[config.mk]
export PLATFORM = sky130hd
export DESIGN_NAME = sprite_rle_decoder
export DESIGN_NICKNAME = d
export VERILOG_FILES = /design/src/rtl/core/srd_pkg.sv /design/src/rtl/core/srd_decode.sv /design/src/rtl/core/sprite_rle_decoder.sv
export SDC_FILE = /design/constraint.sdc
export NUM_CORES = 1
export LEC_CHECK = 0
export BUFFER_PORTS_ARGS = -buffer_cell sky130_fd_sc_hd__buf_4
export CAP_MARGIN = 10
export CORE_MARGIN = 10
export CORE_UTILIZATION = 28
export CTS_CLUSTER_SIZE = 20
export DETAILED_ROUTE_END_ITERATION = 10
export SLEW_MARGIN = 15
export SYNTH_ARGS = -nofsm -noshare
export SYNTH_HDL_FRONTEND = slang
export SYNTH_SLANG_ARGS = --single-unit
[constraint.sdc]
create_clock -name i_clk -period 10.7 [get_ports i_clk]
set_input_delay 3.21 -clock i_clk [delete_from_list [all_inputs] [get_ports i_clk]]
set_output_delay 3.21 -clock i_clk [all_outputs]
set_load 0.01 [all_outputs]
[src/rtl/core/srd_pkg.sv]
`timescale 1ns / 1ps
// ----------------------------------------------------------------------------
// Sprite RLE decoder package
// Shared types and command codes for the sprite run-length decoder.
// ----------------------------------------------------------------------------
package srd_pkg;

    localparam int CoordW = 16;
    localparam int RunW   = 7;
    localparam int ByteW  = 8;
    localparam int OutDataW = 48;

    localparam logic [ByteW-1:0] CMD_NEW_ROW = 8'h00;
    localparam logic [ByteW-1:0] CMD_END     = 8'h80;

    typedef struct packed {
        logic [CoordW-1:0] column;
        logic [CoordW-1:0] row;
        logic [RunW-1:0]   literals_due;
        logic              stopped;
    } t_state;

    typedef struct packed {
        logic              pixel_valid;
        logic              is_mono_run;
        logic [CoordW-1:0] pixel_x;
        logic [CoordW-1:0] pixel_y;
        logic [RunW-1:0]   run_length;
        logic [ByteW-1:0]  color_index;
        logic              sprite_end;
    } t_result;

    function automatic logic [CoordW-1:0] sat_add(
        input logic [CoordW-1:0] a,
        input logic [RunW-1:0]   b
    );
        logic [CoordW:0] s;
        s = {1'b0, a} + {{(CoordW + 1 - RunW){1'b0}}, b};
        return s[CoordW] ? {CoordW{1'b1}} : s[CoordW-1:0];
    endfunction

endpackage

[src/rtl/core/srd_decode.sv]
`timescale 1ns / 1ps
// ----------------------------------------------------------------------------
// Sprite RLE byte decoder
// Decodes one coded byte against the current drawing state and gives the
// next state and the result beat, if any.
// ----------------------------------------------------------------------------
module srd_decode (
    input  srd_pkg::t_state           i_state,
    input  logic [srd_pkg::ByteW-1:0] i_byte,
    input  logic                      i_last,
    input  logic                      i_mono,
    output srd_pkg::t_state           o_state,
    output srd_pkg::t_result          o_result,
    output logic                      o_has_result
);
    import srd_pkg::*;

    t_state  n_state;
    t_result n_res;

    always_comb begin
        n_state = i_state;
        n_res   = '0;
        if (!i_state.stopped) begin
            if (i_state.literals_due != '0) begin
                n_res.pixel_valid    = 1'b1;
                n_res.pixel_x        = i_state.column;
                n_res.pixel_y        = i_state.row;
                n_res.run_length     = RunW'(1);
                n_res.color_index    = i_byte;
                n_state.column       = sat_add(i_state.column, RunW'(1));
                n_state.literals_due = i_state.literals_due - RunW'(1);
            end else if (i_byte == CMD_NEW_ROW) begin
                n_state.column = '0;
                n_state.row    = sat_add(i_state.row, RunW'(1));
            end else if (i_byte == CMD_END) begin
                n_state.stopped = 1'b1;
            end else if (!i_byte[ByteW-1]) begin
                if (i_mono) begin
                    n_res.pixel_valid = 1'b1;
                    n_res.is_mono_run = 1'b1;
                    n_res.pixel_x     = i_state.column;
                    n_res.pixel_y     = i_state.row;
                    n_res.run_length  = i_byte[RunW-1:0];
                    n_state.column    = sat_add(i_state.column, i_byte[RunW-1:0]);
                end else begin
                    n_state.literals_due = i_byte[RunW-1:0];
                end
            end else begin
                n_state.column = sat_add(i_state.column, i_byte[RunW-1:0]);
            end
        end
        n_res.sprite_end = i_last;
        if (i_last) begin
            n_state = '0;
        end
    end

    assign o_state      = n_state;
    assign o_result     = n_res;
    assign o_has_result = n_res.pixel_valid | i_last;

endmodule

[src/rtl/core/sprite_rle_decoder.sv]
`timescale 1ns / 1ps
// ----------------------------------------------------------------------------
// Sprite RLE decoder
// Turns a stream of run-length-coded sprite bytes into pixel and run beats.
// ----------------------------------------------------------------------------
// The slave channel takes one coded byte per beat, with tlast on the final
// byte of a sprite's data segment. The master channel gives one beat for each
// byte that draws a pixel or a mono run, and one for the segment's last
// byte, which carries tlast. Other bytes only update column, row, the stopped
// flag or the literal count and give no beat.
// A byte goes to an input register and is decoded from there into the output
// register, which gives the result beat; the decode itself is combinational.
// One byte is taken in every cycle while the receiver keeps up; the decode of
// one byte against the stored state sets that figure.
// When the receiver stalls, the output register holds its beat, bytes that
// give no beat still pass, the next byte that gives a beat waits in the input
// register, and s_axis_tready drops until the output drains.
// The configuration channel writes the mono mode bit and is always ready; the
// user must write it only while the decoder is idle; it is not enforced.
// Reset clears column, row, literal count, stopped flag, mono mode and the
// valid flags of both pipeline registers.
// ----------------------------------------------------------------------------
module sprite_rle_decoder (
    input  logic                         i_clk,
    input  logic                         i_rst_n,
    input  logic                         i_cfg_valid,
    output logic                         o_cfg_ready,
    input  logic                         i_cfg_data,
    input  logic                         s_axis_tvalid,
    output logic                         s_axis_tready,
    // data_byte
    input  logic [srd_pkg::ByteW-1:0]    s_axis_tdata,
    input  logic                         s_axis_tlast,
    output logic                         m_axis_tvalid,
    input  logic                         m_axis_tready,
    // pixel_x, pixel_y, run_length, color_index, zero pad
    output logic [srd_pkg::OutDataW-1:0] m_axis_tdata,
    // pixel_valid, is_mono_run
    output logic [1:0]                   m_axis_tuser,
    output logic                         m_axis_tlast
);
    import srd_pkg::*;

    logic             r_mono;
    t_state           r_state;
    logic             r_in_valid;
    logic [ByteW-1:0] r_in_byte;
    logic             r_in_last;
    logic             r_out_valid;
    t_result          r_out;

    t_state  n_state;
    t_result n_result;
    logic    has_result;
    logic    out_free;
    logic    advance;

    srd_decode u_decode (
        .i_state      (r_state),
        .i_byte       (r_in_byte),
        .i_last       (r_in_last),
        .i_mono       (r_mono),
        .o_state      (n_state),
        .o_result     (n_result),
        .o_has_result (has_result)
    );

    assign out_free      = !r_out_valid || m_axis_tready;
    assign advance       = r_in_valid && (out_free || !has_result);
    assign s_axis_tready = !r_in_valid || advance;
    assign o_cfg_ready   = 1'b1;

    always_ff @(posedge i_clk) begin
        if (!i_rst_n) begin
            r_mono <= 1'b0;
        end else if (i_cfg_valid) begin
            r_mono <= i_cfg_data;
        end
    end

    always_ff @(posedge i_clk) begin
        if (!i_rst_n) begin
            r_state     <= '0;
            r_in_valid  <= 1'b0;
            r_out_valid <= 1'b0;
        end else begin
            if (advance) begin
                r_state <= n_state;
            end
            if (s_axis_tready) begin
                r_in_valid <= s_axis_tvalid;
            end
            if (advance && has_result) begin
                r_out_valid <= 1'b1;
            end else if (m_axis_tready) begin
                r_out_valid <= 1'b0;
            end
        end
    end

    always_ff @(posedge i_clk) begin
        if (s_axis_tready && s_axis_tvalid) begin
            r_in_byte <= s_axis_tdata;
            r_in_last <= s_axis_tlast;
        end
        if (advance && has_result) begin
            r_out <= n_result;
        end
    end

    assign m_axis_tvalid = r_out_valid;
    assign m_axis_tdata  = {1'b0, r_out.color_index, r_out.run_length,
                            r_out.pixel_y, r_out.pixel_x};
    assign m_axis_tuser  = {r_out.is_mono_run, r_out.pixel_valid};
    assign m_axis_tlast  = r_out.sprite_end;

endmodule

==> reports/results.txt <==
Fin crit share - 0.6611
H-tree depth - 3
Synth Area in Adders - 0.02991
Register bit total from synthesis - 102
Main combinational cell family by area after synthesis - simple AND/OR/NAND/NOR gates
DR vias/cell - 5.194
Clk sinks - 102
Area grow syn2layout - 19.13%
Num rows - 50
DP Worst Slack - 3.630 ns
Max Root-Sink Buffers - 2
WP data required - 7.49 ns
I/O pin cnt - 69
Worst Tran Pin Value - 0.8835 ns
NumNets Final - 611
Detailed-route DRC error count - 0
Worst slew margin - 0.4110
Postcts setup bufs - 0
WHS - 0.4928 ns
GRT Util Overall - 0.1130
Avg Cell Area, Syn - 9.965 um^2
Total power - 0.9120 mW
Worst hold path type - flop to flop
Synth Area in XOR/XNOR - 0.02326
Synth warnings - 0
Cts hold-fix bufs - 0
DRT Wirelength - 13.91 mm
Pwr dens - 145.2 nW/um^2
Clock transition at path regs - 0.07 ns
Final Wtd Congestion - 0.8637
Cts repair resizes - 0
RSZ-0062 raised after global routing - false
Die Footprint - 24720 um^2
Arrival time worst endpoint - 3.86 ns
Synth unique cells - 64
Drt wl/cell - 16.90 um
Number of routed nets with antenna violations - 0
First-pass GRT wire length - 22.22 mm
CP Class - input port to primary output
Port Buffers - 66
Worst setup EP type - primary output
Final Hold Vio Count - 0
Vias in the first global route - 4180
Final WS setup - 3.626 ns
Post-synth design cell area - 5271 um^2
Initial DRC Count - 323
Diodes inserted - 0
Mux share of post-synthesis cell area - 0.009732
Critical path startpoint category - input port
Run status - finished, final reports clean
Post-synthesis sequential area ratio - 0.4994
Die width - 157.2 um
DP HPWL - 9.983 mm
Worst-path maximum fanout - 3
Skew-Pair Late Insertion Delay - 0.36 ns
Post-Synth Simple-Gate Area - 0.2120
Fin crit period - 7.074 ns
Syn Inst Count - 529
Grt ovf - 0
FMAX - 141.4 MHz
Root Driver - clkbuf_16
DR pass1 iterations - 5
Syn Nets - 556
Vias - 4275
Cts bufs inserted - 9
Largest net degree at the start of global routing - 51
Initial antenna violation count - 0
CTS tree - done
Max_cap viols - 0
Async SR Flop Fraction - 0
Synth Area in Compound Gates - 0.1982
Die height - 157.2 um
Share of layout cells above drive strength 1 - 0.1766
Worst vdd ir - 0.00007375 V
Core ar. - 18640 um^2
Clk_skew - 0.01252 ns
Final Max Tran Viols - 0
Starting density of the core - 0.2828
Total Neg Setup Slack - 0 ns
Main synth FF type - edfxtp_1
Pleak - 2.185 nW
Post-synth EDFFs - 59
Final count of negative-setup-slack endpoints - 0
==> metrics by stage <==
step	util	instance area (um^2)	std cells
floorplan	-	5271	529
global placement	0.3209	5982	807
detailed placement	0.3209	5982	807
CTS	0.3368	6280	823
global route	0.3368	6280	823
finish	0.3368	6280	823
==> worst max-delay path, cell delays in order <==
cell and delay, ns:
buf_4 0.11, nand2b_1 0.15, nor2_1 0.19, inv_1 0.07
buf_4 0.14
==> flip-flops by register name (all words and copies together) (netlist names) <==
name and flops:
r_mono 1, m_axis_tuser 2, r_in_byte 8, m_axis_tlast 1, r_in_last 1, m_axis_tvalid 1
r_state 40, r_in_valid 1, m_axis_tdata 47
==> placed cells by master, fill, tap and decap left out, types with 3 or more instances in the layout <==
cell type / instances
nor3b_1: 3
xor2_1: 5
nor2b_1: 6
o211ai_1: 5
and4_1: 5
nand2b_1: 4
or3_1: 7
nand2_1: 33
a21o_1: 4
or4_1: 3
a21oi_1: 48
a31oi_1: 10
inv_1: 8
mux2i_1: 4
o221a_2: 9
and3_1: 8
ha_1: 11
nor4_1: 6
and2_1: 53
a22o_1: 6
nand3_1: 12
o21ai_0: 31
buf_4: 68
nor2_1: 36
o21a_1: 5
a41oi_1: 3
xnor2_1: 9
nand4_1: 7
a211oi_1: 11
edfxtp_1: 59
clkbuf_16: 9
o31ai_1: 3
dfxtp_1: 43
nor3_1: 12
==> kinds of logic (layout without fill, tap and decap cells) <==
family / count (synthesis) / count (layout)
AOI/OAI and AO/OA: 158 / 158
xor gates and xnor gates: 14 / 14
adders and majority gates: 12 / 12
buffers and inverters: 33 / 93
DFF: 102 / 102
muxes: 5 / 5
other: 2 / 2
and+or+nand+nor: 203 / 203
==> worst paths after layout <==
path         cells after the start     startpoint  slack [ns]       endpoint
min                              2     r_state[2]        0.49     r_state[2]
max                              5  m_axis_tready        3.63  s_axis_tready
min reg2reg                      2     r_state[2]        0.49     r_state[2]
max reg2reg                      8     r_state[1]        7.28   r_in_byte[2]
==> final cells by class <==
cell class	count	area, um^2
Tap cell	234	292.8
Clock buffer	9	225.2
Fill cell	1885	12360
Multi-Input combinational cell	394	2512
Timing Repair Buffer	68	510.5
Clock inverter	7	72.57
Inverter	9	33.78
Sequential cell	102	2633
==> synthesized netlist by cell type, drive strengths merged, types with 3 or more instances <==
cell | instances | share of area
a211oi | 12 | 0.018
a21o | 4 | 0.0057
a21oi | 49 | 0.047
a22o | 6 | 0.010
a31oi | 10 | 0.012
a41oi | 3 | 0.0050
and2 | 53 | 0.063
and3 | 8 | 0.0095
and4 | 5 | 0.0083
buf | 8 | 0.0083
clkbuf | 16 | 0.011
dfxtp | 43 | 0.16
edfxtp | 59 | 0.34
ha | 11 | 0.026
inv | 8 | 0.0057
mux2i | 4 | 0.0076
nand2 | 33 | 0.023
nand2b | 4 | 0.0047
nand3 | 12 | 0.011
nand4 | 7 | 0.0083
nor2 | 38 | 0.028
nor2b | 6 | 0.0071
nor3 | 13 | 0.013
nor3b | 3 | 0.0043
nor4 | 7 | 0.011
o211ai | 5 | 0.0071
o21a | 5 | 0.0071
o21ai | 33 | 0.032
o221a | 9 | 0.019
o31ai | 3 | 0.0043
or3 | 7 | 0.0083
or4 | 4 | 0.0064
xnor2 | 9 | 0.015
xor2 | 5 | 0.0083
==> where the power goes <==
part	internal, mW	total, mW	switching (mW)	leakage (nW)
clock network	0.182	0.330	0.148	0.143
registers	0.434	0.448	0.0138	0.899
logic	0.0484	0.134	0.0858	1.14
==> per-layer routing <==
layer  track usage  up-vias  routed length [um]
met5             0        -                   0
met4       0.05833        0                 264
met3       0.02675       14                 805
met2        0.1726      147                6450
met1        0.1455     2005                6391
li1              -     2109                   -
(Power assumes the default switching activity.)
